**src/ffpa_pkg.sv**
```systemverilog
// Shared constants, register codes and state encoding of the page frame allocator.
package ffpa_pkg;

  localparam int unsigned MAX_FRAMES_DEF = 1024;

  localparam int unsigned FRAME_COUNT_W = 11;
  localparam int unsigned PAGE_SHIFT_W  = 5;
  localparam int unsigned COUNT_W       = 11;
  localparam int unsigned ADDR_W        = 32;
  localparam int unsigned CFG_IDX_W     = 1;
  localparam int unsigned CFG_DATA_W    = 11;

  localparam logic [FRAME_COUNT_W-1:0] FRAME_COUNT_RST = 11'd1024;
  localparam logic [PAGE_SHIFT_W-1:0]  PAGE_SHIFT_RST  = 5'd12;
  localparam logic [ADDR_W-1:0]        KSEG_BASE       = 32'h8000_0000;

  localparam logic [CFG_IDX_W-1:0] REG_FRAME_COUNT = 1'd0;
  localparam logic [CFG_IDX_W-1:0] REG_PAGE_SHIFT  = 1'd1;

  localparam logic OP_ALLOC = 1'b0;
  localparam logic OP_FREE  = 1'b1;

  typedef enum logic [3:0] {
    ST_IDLE = 4'b0001,
    ST_SCAN = 4'b0010,
    ST_MARK = 4'b0100,
    ST_FREE = 4'b1000
  } state_t;

endpackage

```
**src/ffpa_cell.sv**
```systemverilog
// One cell of the frame ring: holds the free bit of one frame and passes it on.
module ffpa_cell (
  input  logic clk,
  input  logic rst,
  input  logic shift,
  input  logic d,
  output logic q
);

  always_ff @(posedge clk) begin
    if (rst) begin
      q <= 1'b1;
    end else if (shift) begin
      q <= d;
    end
  end

endmodule

```
**src/ffpa_ctrl.sv**
```systemverilog
// Head of the frame ring: configuration registers, run search, marking and freeing.
module ffpa_ctrl import ffpa_pkg::*; #(
  parameter int unsigned MAX_FRAMES = MAX_FRAMES_DEF
) (
  input  logic                  clk,
  input  logic                  rst,
  input  logic                  start,
  input  logic                  op,
  input  logic [COUNT_W-1:0]    page_count,
  input  logic [ADDR_W-1:0]     address,
  input  logic                  cfg_valid,
  input  logic [CFG_IDX_W-1:0]  cfg_index,
  input  logic [CFG_DATA_W-1:0] cfg_data,
  input  logic                  head_bit,
  output logic                  ring_in,
  output logic                  shift_en,
  output logic                  busy,
  output logic                  cfg_ready,
  output logic                  done,
  output logic                  ok,
  output logic [ADDR_W-1:0]     result_address
);

  localparam int unsigned IDX_W = (MAX_FRAMES > 1) ? $clog2(MAX_FRAMES) : 1;

  state_t                   state;
  logic [IDX_W-1:0]         pos;
  logic [COUNT_W-1:0]       run;
  logic [IDX_W-1:0]         start_frame;
  logic                     found;
  logic [COUNT_W-1:0]       count;
  logic [ADDR_W-1:0]        first;
  logic [FRAME_COUNT_W-1:0] frame_count;
  logic [PAGE_SHIFT_W-1:0]  page_shift;

  logic              last;
  logic [ADDR_W-1:0] pos_ext;
  logic [ADDR_W-1:0] start_ext;
  logic [ADDR_W-1:0] count_ext;
  logic              in_use;
  logic              scan_live;
  logic              hit;
  logic              in_mark;
  logic              in_free;

  assign busy      = (state != ST_IDLE);
  assign shift_en  = busy;
  assign cfg_ready = !busy && !start;

  assign last      = (pos == IDX_W'(MAX_FRAMES - 1));
  assign pos_ext   = ADDR_W'(pos);
  assign start_ext = ADDR_W'(start_frame);
  assign count_ext = ADDR_W'(count);
  assign in_use    = pos_ext < ADDR_W'(frame_count);

  assign scan_live = !found && (count != '0) && in_use;
  assign hit       = scan_live && head_bit && ((run + 11'd1) == count);
  assign in_mark   = (pos_ext >= start_ext) && ((pos_ext - start_ext) < count_ext);
  assign in_free   = in_use && (pos_ext >= first) && ((pos_ext - first) < count_ext);

  always_comb begin
    case (state)
      ST_MARK: ring_in = head_bit & !in_mark;
      ST_FREE: ring_in = head_bit | in_free;
      default: ring_in = head_bit;
    endcase
  end

  always_ff @(posedge clk) begin
    if (rst) begin
      state       <= ST_IDLE;
      done        <= 1'b0;
      frame_count <= FRAME_COUNT_RST;
      page_shift  <= PAGE_SHIFT_RST;
    end else begin
      done <= 1'b0;

      if (cfg_valid && cfg_ready) begin
        case (cfg_index)
          REG_FRAME_COUNT: frame_count <= cfg_data[FRAME_COUNT_W-1:0];
          REG_PAGE_SHIFT:  page_shift  <= cfg_data[PAGE_SHIFT_W-1:0];
          default: ;
        endcase
      end

      if (busy) begin
        pos <= last ? '0 : pos + IDX_W'(1);
      end

      case (state)
        ST_IDLE: begin
          if (start) begin
            count <= page_count;
            first <= (address - KSEG_BASE) >> page_shift;
            pos   <= '0;
            run   <= '0;
            found <= 1'b0;
            state <= (op == OP_FREE) ? ST_FREE : ST_SCAN;
          end
        end
        ST_SCAN: begin
          if (scan_live) begin
            if (head_bit) begin
              if (run == '0) begin
                start_frame <= pos;
              end
              run <= run + 11'd1;
              if (hit) begin
                found <= 1'b1;
              end
            end else begin
              run <= '0;
            end
          end
          if (last) begin
            if (found || hit) begin
              state <= ST_MARK;
            end else begin
              done           <= 1'b1;
              ok             <= 1'b0;
              result_address <= '0;
              state          <= ST_IDLE;
            end
          end
        end
        ST_MARK: begin
          if (last) begin
            done           <= 1'b1;
            ok             <= 1'b1;
            result_address <= (start_ext << page_shift) + KSEG_BASE;
            state          <= ST_IDLE;
          end
        end
        ST_FREE: begin
          if (last) begin
            done           <= 1'b1;
            ok             <= 1'b1;
            result_address <= '0;
            state          <= ST_IDLE;
          end
        end
        default: begin
          state <= ST_IDLE;
        end
      endcase
    end
  end

endmodule

```
**src/first_fit_page_frame_allocator_unit.sv**
```systemverilog
// Top level of the first-fit page frame allocator: frame ring and its head.
//
//   channel   signals                                   transfer when
//   command   start, op, page_count, address / busy     start & !busy
//   result    done, ok, result_address                  done (one cycle)
//   config    cfg_valid, cfg_index, cfg_data / ready    cfg_valid & cfg_ready
//
// The free bits rotate through a ring of MAX_FRAMES cells, one frame per cycle past the head
// while a command runs. A free walks the ring once, an allocation once to search and again
// to mark the run when one is found; the result appears in the cycle after the last frame.
// Reset marks every frame free and loads the default registers at once.
// Configuration transfers are taken only while no command is running or being started.
// The result strobe lasts one cycle and cannot be held off.
module first_fit_page_frame_allocator_unit import ffpa_pkg::*; #(
  parameter int unsigned MAX_FRAMES = MAX_FRAMES_DEF
) (
  input  logic                  clk,
  input  logic                  rst,
  input  logic                  start,
  output logic                  busy,
  input  logic                  op,
  input  logic [COUNT_W-1:0]    page_count,
  input  logic [ADDR_W-1:0]     address,
  output logic                  done,
  output logic                  ok,
  output logic [ADDR_W-1:0]     result_address,
  input  logic                  cfg_valid,
  output logic                  cfg_ready,
  input  logic [CFG_IDX_W-1:0]  cfg_index,
  input  logic [CFG_DATA_W-1:0] cfg_data
);

  logic [MAX_FRAMES-1:0] q;
  logic                  ring_in;
  logic                  shift_en;

  ffpa_ctrl #(
    .MAX_FRAMES(MAX_FRAMES)
  ) u_ctrl (
    .clk            (clk),
    .rst            (rst),
    .start          (start),
    .op             (op),
    .page_count     (page_count),
    .address        (address),
    .cfg_valid      (cfg_valid),
    .cfg_index      (cfg_index),
    .cfg_data       (cfg_data),
    .head_bit       (q[0]),
    .ring_in        (ring_in),
    .shift_en       (shift_en),
    .busy           (busy),
    .cfg_ready      (cfg_ready),
    .done           (done),
    .ok             (ok),
    .result_address (result_address)
  );

  for (genvar i = 0; i < MAX_FRAMES; i++) begin : g_cell
    if (i == MAX_FRAMES - 1) begin : g_tail
      ffpa_cell u_cell (
        .clk   (clk),
        .rst   (rst),
        .shift (shift_en),
        .d     (ring_in),
        .q     (q[i])
      );
    end else begin : g_body
      ffpa_cell u_cell (
        .clk   (clk),
        .rst   (rst),
        .shift (shift_en),
        .d     (q[i+1]),
        .q     (q[i])
      );
    end
  end

endmodule

```
**config.mk**
```make
export PLATFORM = sky130hd
export DESIGN_NAME = first_fit_page_frame_allocator_unit
export DESIGN_NICKNAME = d
export VERILOG_FILES = /design/src/ffpa_pkg.sv /design/src/ffpa_cell.sv /design/src/ffpa_ctrl.sv /design/src/first_fit_page_frame_allocator_unit.sv
export SDC_FILE = /design/constraint.sdc
export NUM_CORES = 2
export LEC_CHECK = 0
export BUFFER_PORTS_ARGS = -buffer_cell sky130_fd_sc_hd__buf_2
export CAP_MARGIN = 20
export CELL_PAD_IN_SITES_DETAIL_PLACEMENT = 0
export CELL_PAD_IN_SITES_GLOBAL_PLACEMENT = 1
export CORE_MARGIN = 3
export CORE_UTILIZATION = 25
export CTS_CLUSTER_DIAMETER = 200
export DETAILED_ROUTE_END_ITERATION = 6
export PLACE_DENSITY = 0.49
export SYNTH_ARGS = -nofsm -noshare
export SYNTH_HDL_FRONTEND = slang
export SYNTH_SLANG_ARGS = --single-unit
```
**constraint.sdc**
```tcl
create_clock -name clk -period 4.6 [get_ports clk]
set_input_delay 0.46 -clock clk [delete_from_list [all_inputs] [get_ports clk]]
set_output_delay 0.46 -clock clk [all_outputs]
set_load 0.02 [all_outputs]
```
# == Yosys cells after proc, flatten, opt, wreduce, memory -nomap -nowiden ==
# Index checks and enable logic that the tools add are counted.
# word_totals
register_bits,1153
inputBits,60
output_inout_bits,36
word_cells,1131
# op_classes
n_addsub,6
n_lt_le_gt_ge,5
n_eq_ne,16
shifts,2
n_mux,33
n_bitwise,4
reduce_logical,29
# ops
cell,n
two-way mux 32 bit,4
case mux 32 bit (3 select lines),1
less-than comparator 32 x 11 -> 1 bit,2
two-way mux 10 bit,4
two-way mux 11 bit,3
adder 32 bit (second input constant),1
greater-or-equal comparator 10 x 32 -> 1 bit,1
left shift 10 x 5 -> 32 bit,1
>> shifter 32 x 5 -> 32 bit,1
subtractor 10 x 32 -> 32 bit,1
subtractor 32 bit (second input constant),1
case mux 11 bit (2 select lines),1
two-way mux 4 bit,4
!= test 2 x 1 -> 1 bit (second input constant),7
case mux 4 bit (3 select lines),1
AND reduction 6 bit,2
adder 11 x 1 -> 11 bit (second input constant),1
== test 11 bit,1
zero test 11 bit,1
less-than comparator 10 x 11 -> 1 bit,1
nonzero test 11 bit,1
subtractor 10 x 10 -> 11 bit,1
adder 10 x 1 -> 10 bit (second input constant),1
== test 10 bit (second input constant),1
other kinds (23),52

# == Depth between registers and ports, before layout ==
# logic_depth
depth_word,9
mapped_depth,18

# == Cells and area by module ==
# A second synthesis with hierarchy kept.
# hier_totals
cells_unflattened,4011
area_unflattened_um2,44825.5
# modules_own_cells
module,instances,cells_per_inst,area_per_inst_um2,seq_area_each_um2
ffpa_cell,1024,3,35.0,20.0
ffpa_ctrl,1,939,8951.1,3663.5

# == Worst setup path before layout ==
# OpenSTA, ideal clock, no wires.
# synth_path
path_kind,register -> register
start,register u_ctrl.state[2]
end,"register u_ctrl.count[0], enable pin"
setup_time_ns,0.444
arrival_time_ns,3.131
path_slack_ns,1.026
path_stages_with_launch,8
n_path_buf,3
path_cell_list,dfxtp_1 > clkbuf_1 > nor2_1 > and3_1 > buf_2 > clkbuf_1 > nand2_1 > nor2_1
# synth_between
elab_chain_len,2
# synth_rtl
element,line,source
from (decl),ffpa_ctrl.sv:26,state_t state;
from (signal assigned),ffpa_ctrl.sv:98,state <= (op == OP_FREE) ? ST_FREE : ST_SCAN;
== test 4 x 1 -> 1 bit,ffpa_ctrl.sv:90,case (state)
AND reduction 3 bit (no line),-,
to (signal assigned),ffpa_ctrl.sv:93,count <= page_count;
to (decl),ffpa_ctrl.sv:31,logic [COUNT_W-1:0] count;
# No other way between the ends.
# A chain may end at the register's enable or synchronous reset.

# == Worst setup path after layout ==
# layout_path
start,register u_ctrl.pos[1]
end,register g_cell[1023].g_tail.u_cell.q
# layout_between
elab_chain_len,6
word_cells_on_any_way,14
classes_between,add/sub (2); order compare (5); mux (1); bitwise (2); reduce/logical (4)
# layout_rtl
element,line,source
from (decl),ffpa_ctrl.sv:27,logic [IDX_W-1:0] pos;
from (signal assigned),ffpa_ctrl.sv:87,pos <= last ? '0 : pos + IDX_W'(1);
"parallel branches: the longest is 5 deep, another holds subtractor 10 x 32 -> 32 bit",-,
case mux 1 bit (2 select lines) *,ffpa_ctrl.sv:62,case (state)
to (signal assigned),ffpa_cell.sv:12,q <= 1'b1;
to (signal assigned),ffpa_cell.sv:14,q <= d;
to (decl),ffpa_cell.sv:7,output logic q
# Mark *: on every way between the ends.

==> results_dict.tcl <==
set metrics [dict create \
    ys_top_cells_by_area "dfxtp_1, nand2_1, nand3_1, edfxtp_1, clkbuf_1" \
    placementRows 152 \
    yosysTopAreaCell "dfxtp_1" \
    clock-root-buffer "clkbuf_16" \
    drive_gt1_share_pct 7.72 \
    rsz0062_at_grt "false" \
    clk_latency_ns 0.74 \
    cts_sinks 1153 \
    vdd.ir_drop.worst_mv 0.226 \
    cp_cell_sequence "inv_1 > fa_1 > nor2b_1 > o21bai_1 > nand3_1 > a21o_1 > a21o_1 > a21oi_1 > xor2_1 > ha_1 > nor4_1 > nand4_1 > a2111oi_0 > o211ai_1 > a2111oi_0 > o41a_1" \
    viasPerCell 4.36 \
    dieWidth_um 423 \
    yosysUniqueCellTypes 63 \
    r2r_end "g_cell[1023].g_tail.u_cell.q" \
    ys_warn_count 0 \
    slew_headroom_pct 26.2 \
    grt_max_degree 203 \
    cts_buffer_depth 3 \
    finalNonFillerCells 7703 \
    r2r_slack_ns 0.61 \
    grt_overflow 0 \
    area_delta_synth_final_pct 17.1 \
    yosysSeqAreaShare_pct 55.6 \
    critPathCaptureType "register" \
    worst-endpoint-required_ns 5.28 \
    final_max_slew_viol_count 0 \
    timing.fmax_mhz 250 \
    hp-start "start" \
    globalplace.congestion 0.763 \
    synth_area_um2 43400 \
    crit_arrival_ns 4.68 \
    chipHeight_um 423 \
    worstMarginPinSlew_ns 1.11 \
    reg2regPathDepth 16 \
    io_pins 96 \
    crit_type "reg2reg" \
    fin_skew_ns 0.0202 \
    cts_setup_buffers 0 \
    netlist_instances 5363 \
    reg2reg_from "u_ctrl.pos[1]" \
    finalHoldWorstSlack_ns 0.134 \
    yosys.cell_count.top_type "nand2_1" \
    grt_pass1_vias 31700 \
    ctsResizeCount 0 \
    finalWorstPathRequiredPeriod_ns 3.99 \
    grt_antenna_before_repair 2 \
    start_util_pct 25.2 \
    ys.flop_type "dfxtp_1" \
    cts_max_level 4 \
    antenna_left 0 \
    syn_avg_cell_area_um2 8.10 \
    num_vias 33600 \
    ys_ff_latch 1153 \
    max-cap-violations 0 \
    nFillCells 18400 \
    critPathMaxFanout 8 \
    post-route-period-util_pct 86.8 \
    grt_pass1_wl_mm 165 \
    clkTransAtPathRegs_ns 0.06 \
    synth.top_cell.area_share_pct 48.2 \
    nets 5394 \
    outcome "completed" \
    port_buffers 95 \
    track_usage_pct 10.7 \
    max_stage_delay_ns 0.60 \
    numCtsBuffers 139 \
    syn_nets 5476 \
    leakagePower_nw 23.3 \
    cts_tree "yes" \
    drtIter0Drc 2609 \
    dp_cells 7427 \
    p_per_area_nw_per_um2 556 \
    path_buf_inv 1 \
    synth_common_cells "nand2_1, dfxtp_1, nand3_1" \
    hp-class "in2reg" \
    route.detailed.drc 0 \
    setup_tns_ns 0 \
    startpoint_type "register" \
    routedWlPerCell_um 12.7 \
    min_to "u_ctrl.state[3]" \
    wl_mm 98.1 \
    synth-async-reset-ratio_pct 0 \
    finalHoldViolCount 0 \
    first_pass_iters 5 \
    die_area_um2 179000 \
    place.detailed.hpwl_mm 51.6 \
    synth_edf_count 108 \
    core_area_um2 172000 \
    slowest_stage "a2111oi_0" \
    setup_viol_count_final 0 \
    critPathTopFamily "compound AO/OA/AOI/OAI gates" \
    min_path_cells 3 \
]
[routing by layer]
| metal | vias up | track usage, % | share of wire [%] |
|---|---|---|---|
| li1 | 17400 | - | - |
| met2 | 364 | 16.1 | 43 |
| met1 | 15600 | 15.0 | 50 |
| met4 | 0 | 4.09 | 3.0 |
| met5 | - | 0 | 0 |
| met3 | 185 | 2.25 | 3.5 |
[layout by cell type (no fill, tap or decap), types with 46 or more instances in the layout]
master / count
nand2_1: 2171
dfxtp_1: 1042
nand3_1: 1037
clkbuf_16: 141
nor2_1: 112
edfxtp_1: 108
buf_2: 95
a21oi_1: 61
inv_1: 51
ha_1: 51
o21ai_0: 46
[where the power goes]
group	switching (W)	internal [W]	total, W
combinational	0.00292	0.00176	0.00468
clock	0.00442	0.00672	0.0111
sequential	0.000752	0.0117	0.0125
total	0.00809	0.0202	0.0283
[stage by stage]
step | power, W | utilization [%] | cell area, um2 | setup slack (ns)
6_report | 0.0283 | 29.6 | 50900 | 0.606
5_1_grt | 0.0302 | 29.6 | 50900 | 0.235
4_1_cts | 0.0289 | 29.6 | 50900 | 0.553
3_5_place_dp | 0.0174 | 26.7 | 46000 | 0.591
3_3_place_gp | 0.0174 | 26.7 | 46000 | 0.676
2_1_floorplan | 0.0163 | - | 43400 | 1.03
[registers in the layout, indices dropped and copies added (netlist names)]
register,flops
g_cell.g_body.u_cell.q,1023
u_ctrl.run,11
u_ctrl.state,4
u_ctrl.count,11
u_ctrl.done,1
u_ctrl.ok,1
u_ctrl.pos,10
u_ctrl.result_address,32
u_ctrl.start_frame,10
u_ctrl.page_shift,5
u_ctrl.frame_count,11
g_cell.g_tail.u_cell.q,1
u_ctrl.found,1
u_ctrl.first,32
[worst reg2reg max path, cell delays in order (launching register included)]
cell and delay [ns]:
edfxtp_1 0.56, inv_1 0.13, fa_1 0.44, nor2b_1 0.18, o21bai_1 0.11, nand3_1 0.13
a21o_1 0.16, a21o_1 0.12, a21oi_1 0.08, xor2_1 0.15, ha_1 0.19, nor4_1 0.19
nand4_1 0.12, a2111oi_0 0.46, o211ai_1 0.15, a2111oi_0 0.60, o41a_1 0.19
[kinds of logic (layout without fill, tap and decap cells)]
logic type	count (synthesis)	count (layout)	synth area share, %
AO/OA/AOI/OAI	186	186	2.70
XOR/XNOR	42	42	0.896
flip-flops	1153	1153	55.6
multiplexers	75	75	2.36
other	0	2	0
adder cells (fa/ha/maj)	53	53	1.56
buffers and inverters	446	474	3.90
AND/OR/NAND/NOR	3408	3408	33.0
[repair_timing]
item / in CTS / in global routing
hold endpoints to repair: 29 / 0
endpoints found under the setup margin: 0 / 0
hold buffers: 23 / 0
[worst max path at each step]
stage                               start                           end  slack (ns)  cells past startpoint
after floorplan           u_ctrl.state[2]               u_ctrl.count[0]        1.03                      7
after global placement      u_ctrl.pos[1]  g_cell[1023].g_tail.u_cell.q        0.68                     16
after detailed placement    u_ctrl.pos[1]  g_cell[1023].g_tail.u_cell.q        0.59                     16
after CTS                   u_ctrl.pos[1]  g_cell[1023].g_tail.u_cell.q        0.55                     16
after global routing        u_ctrl.pos[1]  g_cell[1023].g_tail.u_cell.q        0.24                     16
final                       u_ctrl.pos[1]  g_cell[1023].g_tail.u_cell.q        0.61                     16
[final cells by class]
class,count,area [um2],area share (%)
multi-input cells,3764,17600,34.6
inverters,55,221,0.435
diodes,2,5.00,0.00983
well taps,2310,2890,5.68
clock buffers,202,4090,8.03
repair buffers,168,1290,2.54
clock inverters,49,618,1.21
flip-flops and latches,1153,24200,47.5
(Power assumes the default switching activity.)
